### src/rtl/ppc_pkg.sv
// ----------------------------------------------------------------------------
// ppc_pkg: shared types and constants for the planar pose composer
// Fixed-point widths, CORDIC constants, arctangent table and the side data
// that travels with each request through the pipeline.
// ----------------------------------------------------------------------------
package ppc_pkg;

  // Port formats
  localparam int COORD_WIDTH   = 32;
  localparam int ANGLE_WIDTH   = 16;
  localparam int CORDIC_STAGES = 16;

  // Binary angle widened to 32 bits, 2^31 = pi
  localparam int ANGLE_SHIFT = 32 - ANGLE_WIDTH;
  localparam int Z_W         = 33;
  localparam int STAGE_W     = $clog2(CORDIC_STAGES);
  localparam int ATAN_IDX_W  = 5;

  // Cosine / sine in Q2.30 with sign margin
  localparam int TRIG_FRAC = 30;
  localparam int TRIG_W    = 33;

  // Rotation operand (difference needs one extra bit) and its split
  localparam int WIDE_W  = COORD_WIDTH + 1;
  localparam int SPLIT   = (WIDE_W + 1) / 2;
  localparam int HI_W    = WIDE_W - SPLIT;
  localparam int LP_W    = SPLIT + 1 + TRIG_W;
  localparam int HP_W    = HI_W + TRIG_W;
  localparam int LS_W    = LP_W + 1;
  localparam int HS_W    = HP_W + 1;
  localparam int ACC_A_W = HS_W + SPLIT;
  localparam int ACC_W   = ((ACC_A_W > LS_W) ? ACC_A_W : LS_W) + 1;
  localparam int ROT_W   = ACC_W - TRIG_FRAC;
  localparam int SUM_W   = ROT_W + 1;

  localparam logic signed [TRIG_W-1:0] CORDIC_GAIN = TRIG_W'(652032874);
  localparam logic signed [Z_W-1:0]    HALF_TURN   = Z_W'(64'sd1 <<< 31);
  localparam logic signed [ANGLE_WIDTH-1:0] QUARTER_TURN =
    ANGLE_WIDTH'(64'sd1 <<< (ANGLE_WIDTH - 2));
  localparam logic signed [ACC_W-1:0] ROUND_HALF = ACC_W'(64'sd1 <<< (TRIG_FRAC - 1));

  localparam logic signed [COORD_WIDTH-1:0] COORD_MAX = {1'b0, {(COORD_WIDTH-1){1'b1}}};
  localparam logic signed [COORD_WIDTH-1:0] COORD_MIN = {1'b1, {(COORD_WIDTH-1){1'b0}}};

  typedef enum logic [1:0] {
    FUNC_COMPOSE = 2'd0,
    FUNC_MAP     = 2'd1,
    FUNC_DIFF    = 2'd2
  } ppc_func_e;

  // CORDIC vector and residual angle
  typedef struct packed {
    logic signed [TRIG_W-1:0] x;
    logic signed [TRIG_W-1:0] y;
    logic signed [Z_W-1:0]    z;
  } ppc_rot_t;

  // Per-request side data
  typedef struct packed {
    logic                           zero;   // unused mode, all outputs zero
    logic                           skip;   // pass operand, no rotation
    logic                           flip;   // heading turned by pi
    logic                           neg;    // rotate by negated heading
    logic signed [WIDE_W-1:0]       a;
    logic signed [WIDE_W-1:0]       b;
    logic signed [COORD_WIDTH-1:0]  off_x;
    logic signed [COORD_WIDTH-1:0]  off_y;
    logic signed [ANGLE_WIDTH-1:0]  angle;
  } ppc_side_t;

  // atan(2^-i) as a binary angle, 2^31 = pi
  function automatic logic signed [Z_W-1:0] ppc_atan(input logic [ATAN_IDX_W-1:0] idx);
    logic [31:0] v;
    case (idx)
      5'd0:    v = 32'd536870912;
      5'd1:    v = 32'd316933406;
      5'd2:    v = 32'd167458907;
      5'd3:    v = 32'd85004756;
      5'd4:    v = 32'd42667331;
      5'd5:    v = 32'd21354465;
      5'd6:    v = 32'd10679838;
      5'd7:    v = 32'd5340245;
      5'd8:    v = 32'd2670163;
      5'd9:    v = 32'd1335087;
      5'd10:   v = 32'd667544;
      5'd11:   v = 32'd333772;
      5'd12:   v = 32'd166886;
      5'd13:   v = 32'd83443;
      5'd14:   v = 32'd41721;
      5'd15:   v = 32'd20860;
      5'd16:   v = 32'd10430;
      5'd17:   v = 32'd5215;
      5'd18:   v = 32'd2607;
      5'd19:   v = 32'd1303;
      5'd20:   v = 32'd651;
      5'd21:   v = 32'd325;
      5'd22:   v = 32'd162;
      5'd23:   v = 32'd81;
      default: v = 32'd0;
    endcase
    return $signed({1'b0, v});
  endfunction

endpackage

### src/rtl/ppc_cordic_cell.sv
// ----------------------------------------------------------------------------
// ppc_cordic_cell: one CORDIC micro-rotation
// Registered stage with its own valid; passes the side data along.
// ----------------------------------------------------------------------------
module ppc_cordic_cell (
  input  logic                               clk_i,
  input  logic                               rst_ni,
  input  logic [ppc_pkg::STAGE_W-1:0]        stage_i,
  input  logic                               in_valid_i,
  output logic                               in_stall_o,
  input  ppc_pkg::ppc_rot_t                  in_rot_i,
  input  ppc_pkg::ppc_side_t                 in_side_i,
  output logic                               out_valid_o,
  input  logic                               out_stall_i,
  output ppc_pkg::ppc_rot_t                  out_rot_o,
  output ppc_pkg::ppc_side_t                 out_side_o
);

  logic                  valid_q;
  logic                  load;
  ppc_pkg::ppc_rot_t     rot_d, rot_q;
  ppc_pkg::ppc_side_t    side_q;
  logic signed [ppc_pkg::TRIG_W-1:0] x_sh, y_sh;
  logic signed [ppc_pkg::Z_W-1:0]    atan_v;

  assign load       = !valid_q || !out_stall_i;
  assign in_stall_o = !load;

  assign x_sh   = in_rot_i.x >>> stage_i;
  assign y_sh   = in_rot_i.y >>> stage_i;
  assign atan_v = ppc_pkg::ppc_atan(ppc_pkg::ATAN_IDX_W'(stage_i));

  always_comb begin
    if (!in_rot_i.z[ppc_pkg::Z_W-1]) begin
      rot_d.x = in_rot_i.x - y_sh;
      rot_d.y = in_rot_i.y + x_sh;
      rot_d.z = in_rot_i.z - atan_v;
    end else begin
      rot_d.x = in_rot_i.x + y_sh;
      rot_d.y = in_rot_i.y - x_sh;
      rot_d.z = in_rot_i.z + atan_v;
    end
  end

  always_ff @(posedge clk_i or negedge rst_ni) begin
    if (!rst_ni) begin
      valid_q <= 1'b0;
    end else if (load) begin
      valid_q <= in_valid_i;
    end
  end

  always_ff @(posedge clk_i) begin
    if (load && in_valid_i) begin
      rot_q  <= rot_d;
      side_q <= in_side_i;
    end
  end

  assign out_valid_o = valid_q;
  assign out_rot_o   = rot_q;
  assign out_side_o  = side_q;

endmodule

### config.mk
export PLATFORM = sky130hd
export DESIGN_NAME = ppc_cordic_cell
export DESIGN_NICKNAME = d
export VERILOG_FILES = /design/src/rtl/ppc_pkg.sv /design/src/rtl/ppc_cordic_cell.sv
export SDC_FILE = /design/constraint.sdc
export NUM_CORES = 1
export LEC_CHECK = 0
export BUFFER_PORTS_ARGS = -buffer_cell sky130_fd_sc_hd__buf_2
export CELL_PAD_IN_SITES_DETAIL_PLACEMENT = 1
export CELL_PAD_IN_SITES_GLOBAL_PLACEMENT = 1
export CORE_AREA = 8 8 191 283
export CTS_CLUSTER_SIZE = 25
export DETAILED_ROUTE_END_ITERATION = 8
export DIE_AREA = 0 0 199 291
export PLACE_DENSITY_LB_ADDON = 0.25
export SLEW_MARGIN = 20
export SYNTH_ARGS = -nofsm -noshare
export SYNTH_HDL_FRONTEND = slang
export SYNTH_SLANG_ARGS = --single-unit
### constraint.sdc
create_clock -name clk_i -period 12.8 [get_ports clk_i]
set_input_delay 1.92 -clock clk_i [delete_from_list [all_inputs] [get_ports clk_i]]
set_output_delay 1.92 -clock clk_i [all_outputs]
set_load 0.005 [all_outputs]
Yosys cells after proc, flatten, opt, wreduce, memory -nomap -nowiden
Memories as Yosys holds them, arrays and structs flattened.
Index checks and enable logic that the tools add are counted.

storage, ports and cells
  bits in registers = 250
  ROM bits = 480
  bits of input ports = 257
  output and inout port bits = 251
  logic and storage cells = 28
  memories kept = 1

cells by class
  add/subtract/negate cells = 6
  shift-type cells = 2
  multiplexer cells = 1
  reductions and logical operators = 5

memory list
  name              words  width  read ports  clocked after memory_dff  wr ports  line           text
  (name not given)  16     30     1           0                         0         ppc_pkg.sv:74  case (idx)

operator list
  operator             number
  $add A33 B33 Y33     3
  $mux W99             1
  $sub A33 B33 Y33     3
  $sshr A33 B4 Y33     2
  $logic_not A1 Y1     3
  $logic_and A1 B1 Y1  1
  $logic_or A1 B1 Y1   1

Logic depth before layout (Yosys ltp)
Gate-level depths: netlist of run 1.

  depth in word-level cells = 3
  mapped depth = 28
  depth with buffers taken out = 22

Least setup slack after synthesis of run 1
Ideal clock, no wire load.

  path type = input to register
  start point = in out_stall_i
  end point = reg rot_q, in the netlist out_rot_o[0], enable pin
  data arrival time = 13074 ps
  setup slack = -1167 ps
  stages = 2
  buffers on the path = 0
  path through = and2_1 -> nor2b_1

on the way
  word-level cells in the longest chain between the ends = 3

RTL lines
  element               line                   text
  from (decl)           ppc_cordic_cell.sv:14  input logic out_stall_i,
  $logic_not A1 Y1      ppc_cordic_cell.sv:26  assign load = !valid_q || !out_stall_i;
  $logic_or A1 B1 Y1    ppc_cordic_cell.sv:26
  $logic_and A1 B1 Y1   ppc_cordic_cell.sv:54  if (load && in_valid_i) begin
  to (signal assigned)  ppc_cordic_cell.sv:55  rot_q <= rot_d;
  to (decl)             ppc_cordic_cell.sv:21  ppc_pkg::ppc_rot_t rot_d, rot_q;

Every way passes these cells.
A chain may end at the register's enable or synchronous reset.

==> impl_metrics.ini, run 1 <==
[grt]
grt_first_pass_wirelength_um = 114000
grt_use_total = 0.2652
grt_max_degree = 97
use_met2 = 0.4715
met3_usage = 0.05907
use_met1 = 0.3039
antenna_found_initial = 20
grt_most_used_layer = met2
grt-ovfl-total = 0
first_global_vias = 17150

[die]
start_util = 0.3625
rows = 101
die_w_um = 199
die_h_um = 291
die_area_mm2 = 0.05791
core_mm2 = 0.05017
io_pins = 508

[detailed_routing]
wire_per_inst_um = 28.50
wl_um = 80530
ant_nets = 0
vias = 16240
drc_errors = 0
first_iter_violations = 825
vias_per_cell = 5.746
first_pass_iters = 5

[setup_path]
crit_path_max_fanout = 58
endpoint_kind = flop
critPathKind = input pin to flop
cp.required_ns = 13.10
worstPathArrival_ns = 8.34
cp-startpoint = stage_i[0]
worst_setup_path_start_kind = input pin
r2r_start = out_valid_o$_DFFE_PN0N_

[placed_design]
place_congestion = 0.9218
dp_hpwl_um = 65460
portBuffers = 507
dpl_worst_slack_ns = 4.221

[layout]
final_cell_mix = 505 x buf_2, 249 x edfxtp_1, 127 x a21oi_1
nFillCells = 5677
nNetsFinal = 2497
layout_commonest_cell = buf_2
layout-drive-gt1-share = 0.3174
areaGrowthSynthToFinish_pct = 21.80

[pwr]
p_comb_frac = 0.363
powerDensity_mw_per_mm2 = 131.4
p_int_uw = 1922
swShare = 0.3398
seq_power_share = 0.365
power_switching_uw = 989.5
p_leak_uw = 0.009268
peakVddDrop_mv = 0.08073
clkPwrFrac = 0.272

[clock_network]
worstSkewPairLatency_ns = 0.57
numCtsBuffers = 26
cts_tree = yes
clkTransAtPathRegs_ns = 0.07
cts_setup_buffers = 0
cts_buffer_depth = 3
cts-hold-fix-buffers = 0
cts.sinks = 250
cts-resized-gates = 0
cts_root_buffer = clkbuf_16
htreeDepth = 1

[yosys]
syn_area_per_cell_um2 = 11.00
netlist_top_cells_area = edfxtp_1 41%, ha_1 7.4%, mux4_2 5.8%
synthAdderAreaFrac = 0.07761
syn_nets = 2021
synth-edff-count = 249
yosys.area.top_type_share = 0.4112
synth_xor_area_frac = 0.08284
yosysSeqAreaShare = 0.4125
syn-cell-area_mm2 = 0.01818
ys_async_sr_fraction = 0.004000
ys.warnings.count = 0
synthMuxAreaShare = 0.1229
synth-seq-cells = 250
synth-main-ff-cell = edfxtp_1
synth_top_area_cell = edfxtp_1
synth.distinct_cells = 88
synth-simple-area-share = 0.1084
syn_inst = 1653
synth_compound_area_frac = 0.1625
synth_top_family_by_area = compound AO/OA/AOI/OAI gates

[timing]
finalCritPeriodShare = 0.6281
finalWorstSetupSlack_ns = 4.760
fmax_mhz = 124.4
slew_violations = 0
tns_ns = 0
finalCriticalPeriod_ns = 8.040
hold_violations = 0
maxSlewHeadroom = 0.2948
skew_ns = 0.01678
finalSetupViolCount = 0
rsz0062_at_grt = false
tightest_slew_ns = 1.054

[hold_path]
min-delay-start = out_valid_o$_DFFE_PN0N_
hold_path_class = flop to flop

[job]
cap_violations = 0

[outcome]
status = finished, final reports clean
[Yosys cell counts (12+ instances only)]
cell	instances
ha_1	108
xor2_1	59
mux2i_1	52
a31oi_1	41
xnor2_1	113
nor2_1	107
nand2_1	110
edfxtp_1	249
nor2b_1	26
o21ai_0	74
mux2_2	42
nand3_1	27
clkbuf_1	35
inv_1	42
o21a_1	14
a21oi_1	127
nand2b_1	23
nor3_1	24
o22ai_1	12
mux4_2	47
a211oi_1	21
and3_1	23
and2_1	15
a21o_1	52
[worst max-delay path, cell delays in order]
cell      delay, ns
buf_4          0.38
buf_4          0.79
mux4_2         0.64
mux2i_1        0.18
mux2i_1        0.19
inv_1          0.12
ha_1           0.20
nor3b_1        0.38
and2_1         0.24
nor2_1         0.06
xor2_1         0.16
ha_1           0.35
a21oi_1        0.24
o221ai_1       0.21
a311oi_1       0.67
o221ai_1       0.47
a21bo_2        0.31
a21oi_1        0.28
o21bai_1       0.11
a21o_1         0.19
xor2_1         0.14
[flip-flops by register name, summed over array words and instances, names as in the netlist]
| signal | count |
|---|---|
| out_rot_o | 99 |
| out_side_o | 150 |
| out_valid_o | 1 |
[power by group through the flow]
stage / Clock, uW / Combinational [uW] / Sequential (uW)
after floorplan: 0 / 650 / 1100
after CTS: 818 / 1060 / 1060
after detailed placement: 0 / 1050 / 1080
after global placement: 0 / 1020 / 1080
after global routing: 839 / 1140 / 1070
final: 792 / 1060 / 1060
[cells by family (layout without fill, tap and decap cells)]
kind of cell               after synthesis  in the layout
AOI/OAI and AO/OA                      454            454
buffers and inverters                  118            614
DFF                                    250            250
muxes                                  148            148
adders and majority gates              111            111
xor gates and xnor gates               172            172
and+or+nand+nor                        400            400
other                                    0              8
[path summary, 6_finish.rpt]
| kind | endpoint | slack [ns] | cells after the start |
|---|---|---|---|
| worst max-delay path | out_rot_o[63]$_DFFE_PP_ | 4.76 | 21 |
| worst min-delay path | out_valid_o$_DFFE_PN0N_ | 0.97 | 2 |
| worst max register to register | out_side_o[10]$_DFFE_PP_ | 10.04 | 4 |
| worst min register to register | out_valid_o$_DFFE_PN0N_ | 0.97 | 2 |
| max in group asynchronous | out_valid_o$_DFFE_PN0N_ | 11.59 | 1 |
| min in group asynchronous | out_valid_o$_DFFE_PN0N_ | 1.12 | 1 |
[area by class of cell]
cell class                 instances  area, um2  share of cell area
clock inverter                    17      180.2            0.008134
tap                              669      837.1             0.03779
inverter                          43      161.4            0.007287
antenna                            8      20.02           0.0009038
timing repair buffer             523       2663              0.1202
multi-input combinational       1285      10090              0.4553
sequential                       250       7502              0.3387
clock buffer                      31      700.7             0.03163
[per-layer routing]
metal  part of all wire  wire (um)
met2               0.50      40340
met4              0.038       3020
met5             0.0011         89
met1               0.38      30750
met3              0.079       6330
[through the flow]
step	hold slack (ns)	power, uW	utilization	std cells	instance area (um2)
floorplan	0.6600	1749	-	1653	18190
global placement	0.9304	2103	0.4235	2770	21250
detailed placement	0.9330	2126	0.4235	2770	21250
CTS	0.9567	2939	0.4411	2818	22130
global route	0.9670	3055	0.4414	2823	22140
finish	0.9750	2912	0.4415	2826	22150
Power figures use the tool's default switching activity.
==> run 2: changes to the inputs <==
--- a/config.mk
+++ b/config.mk
@@ -5,6 +5,7 @@
 export SDC_FILE = /design/constraint.sdc
 export NUM_CORES = 1
 export LEC_CHECK = 0
+export ABC_AREA = 1
 export BUFFER_PORTS_ARGS = -buffer_cell sky130_fd_sc_hd__buf_2
 export CELL_PAD_IN_SITES_DETAIL_PLACEMENT = 1
 export CELL_PAD_IN_SITES_GLOBAL_PLACEMENT = 1
==> constraint.sdc (replaced) <==
create_clock -name clk_i -period 8.3 [get_ports clk_i]
set_input_delay 1.245 -clock clk_i [delete_from_list [all_inputs] [get_ports clk_i]]
set_output_delay 1.245 -clock clk_i [all_outputs]
set_load 0.005 [all_outputs]
==> run 2 against run 1 <==
Worst hold slack got worse by 0.53 ns. First-iteration DRC count increased by 23%. Design area increased by 4.2%. Highest routed layer unchanged. Total power increased by 52%. Die area unchanged. Global-route usage increased by 2.0 points.
==> impl_metrics.ini, run 2 <==
[detailed_routing]
top_layer = met5
wl_met2_um = 43570
wl_um = 86120
drc_errors = 0
wl_met1_um = 33020
ant_nets = 0
first_iter_violations = 1012
vias_per_cell = 5.346
wl_met3_um = 5274
first_pass_iters = 5
vias = 19440
wire_per_inst_um = 23.69

[pwr]
powerDensity_mw_per_mm2 = 192.3
peakVddDrop_mv = 0.1330
p_leak_uw = 0.01080

[die]
die_h_um = 291
start_util = 0.3822
rows = 101
core_mm2 = 0.05017
io_pins = 508
die_area_mm2 = 0.05791
die_w_um = 199

[hold_path]
hold_path_class = input pin to asynchronous set/reset pin

[clock_network]
cts-resized-gates = 0
htreeDepth = 1
clkTransAtPathRegs_ns = 0.07
cts-hold-fix-buffers = 0
cts_tree = yes
worstSkewPairLatency_ns = 0.58
numCtsBuffers = 25
cts_setup_buffers = 0
cts.sinks = 250
cts_root_buffer = clkbuf_16
cts_buffer_depth = 3

[setup_path]
endpoint_kind = flop
crit_path_max_fanout = 34
critPathKind = input pin to flop
cp.required_ns = 8.60
worstPathArrival_ns = 6.46
worst_setup_path_start_kind = input pin

[yosys]
yosys.area.top_type_share = 0.3900
ys_async_sr_fraction = 0.004000
syn_inst = 2464
ys_top_cells_by_count = 704 x nand2_1, 316 x nand3_1, 249 x edfxtp_1
synth-main-ff-cell = edfxtp_1
synth-edff-count = 249
syn_nets = 2832
synth_top_area_cell = edfxtp_1
synth-seq-cells = 250
synth.distinct_cells = 49
netlist_top_cells_area = edfxtp_1 39%, nand2_1 14%, nand3_1 8.2%
synth.most_common_cell = nand2_1
syn_area_per_cell_um2 = 7.782
ys.warnings.count = 0
yosysSeqAreaShare = 0.3913
syn-cell-area_mm2 = 0.01917

[outcome]
status = finished, final reports clean

[layout]
nNetsFinal = 3307
final_cells = 3636
layout-drive-gt1-share = 0.2228
areaGrowthSynthToFinish_pct = 20.32
layout_commonest_cell = nand2_1
final_cell_mix = 704 x nand2_1, 507 x buf_2, 316 x nand3_1
largest_register_ffs = 150

[grt]
grt_first_pass_wirelength_um = 124900
antenna_found_initial = 22
grt_use_total = 0.2856
grt_max_degree = 155
grt-ovfl-total = 0
first_global_vias = 20410

[timing]
rsz0062_at_grt = false
tightest_slew_ns = 1.046
skew_ns = 0.01924
fmax_mhz = 162.4
finalCritPeriodShare = 0.7420
hold_violations = 0
slew_violations = 0
maxSlewHeadroom = 0.3028
finalSetupViolCount = 0
finalCriticalPeriod_ns = 6.159
tns_ns = 0

[placed_design]
place_congestion = 0.9590
dp_hpwl_um = 72960
placedCellCount = 3581
portBuffers = 507

[job]
cap_violations = 0
==> run 2: cell types whose count changed after synthesis, moves of 42 or more <==
| cell | previous run | this run |
|---|---|---|
| mux2i_1 | 52 | 0 |
| xnor2_1 | 113 | 43 |
| inv_1 | 42 | 205 |
| nand2_1 | 110 | 704 |
| nand3_1 | 27 | 316 |
| mux4_2 | 47 | 0 |
| nor2_1 | 107 | 205 |
| xor2_1 | 59 | 112 |
| mux2_2 | 42 | 0 |
==> run 2: layout make-up <==
| class | count | area (um2) |
|---|---|---|
| Antenna cell | 9 | 22.52 |
| Inverter | 223 | 839.6 |
| Timing Repair Buffer | 520 | 2648 |
| Fill cell | 6415 | 27100 |
| Multi-Input combinational cell | 1919 | 10430 |
| Tap cell | 669 | 837.1 |
| Clock buffer | 30 | 644.4 |
| Sequential cell | 250 | 7502 |
| Clock inverter | 16 | 151.4 |
==> run 2: final timing paths <==
check,start,to,slack (ns),cells after the start
min,rst_ni,out_valid_o$_DFFE_PN0N_,0.45,1
max reg2reg,out_valid_o$_DFFE_PN0N_,out_side_o[50]$_DFFE_PP_,6.06,5
min reg2reg,out_valid_o$_DFFE_PN0N_,out_valid_o$_DFFE_PN0N_,0.54,2
min in group clk_i,out_valid_o$_DFFE_PN0N_,out_valid_o$_DFFE_PN0N_,0.54,2
max,stage_i[1],out_rot_o[89]$_DFFE_PP_,2.14,22
max in group asynchronous,rst_ni,out_valid_o$_DFFE_PN0N_,7.76,1
==> run 2: cells by family (layout without fill, tap and decap cells) <==
logic type	after synthesis	count (layout)	synth area share
simple gates	1344	1344	0.3037
compound gates	309	309	0.09527
buf+inv	295	789	0.06538
flops	250	250	0.3913
xor+xnor	155	155	0.07080
fa+ha+maj	111	111	0.07361
other cells	0	9	0
==> run 2: worst max-delay path: stages <==
cell and delay (ns):
buf_2 0.11, inv_2 0.45, buf_4 0.47, nand3_1 0.15
nand2_1 0.08, nor2_1 0.05, o21ai_2 0.28, ha_1 0.35
nand3_2 0.15, nor2_4 0.17, nand2_1 0.07, nand2_1 0.07
xor2_1 0.25, inv_1 0.08, ha_1 0.34, a21oi_1 0.23
o21ai_0 0.14, a21oi_1 0.53, o21ai_0 0.46, a21boi_0 0.40
o21ai_0 0.15, xor2_1 0.18
==> run 2: stage by stage <==
| stage | setup WS, ns | power (uW) | cell area (um2) | hold WS (ns) | utilization |
|---|---|---|---|---|---|
| final | 2.141 | 4437 | 23070 | 0.4493 | 0.4599 |
| after floorplan | 2.824 | 2695 | 19180 | 0.4825 | - |
| after CTS | 2.216 | 4478 | 23050 | 0.4257 | 0.4594 |
| after detailed placement | 1.632 | 3326 | 22250 | 0.5371 | 0.4435 |
| after global routing | 1.811 | 4689 | 23070 | 0.4310 | 0.4598 |
| after global placement | 1.660 | 3299 | 22250 | 0.4711 | 0.4435 |
==> run 2: report_power, final <==
group	internal [uW]	switching, uW
Clock	600	527
Combinational	571	1090
Sequential	1600	52.8
Total	2770	1670
==> run 2: per-layer routing <==
metal  GRT usage  vias up
met3     0.04855      156
li1            -     9268
met4      0.1216        2
met5           0        -
met2      0.5246      614
met1      0.3170     9399
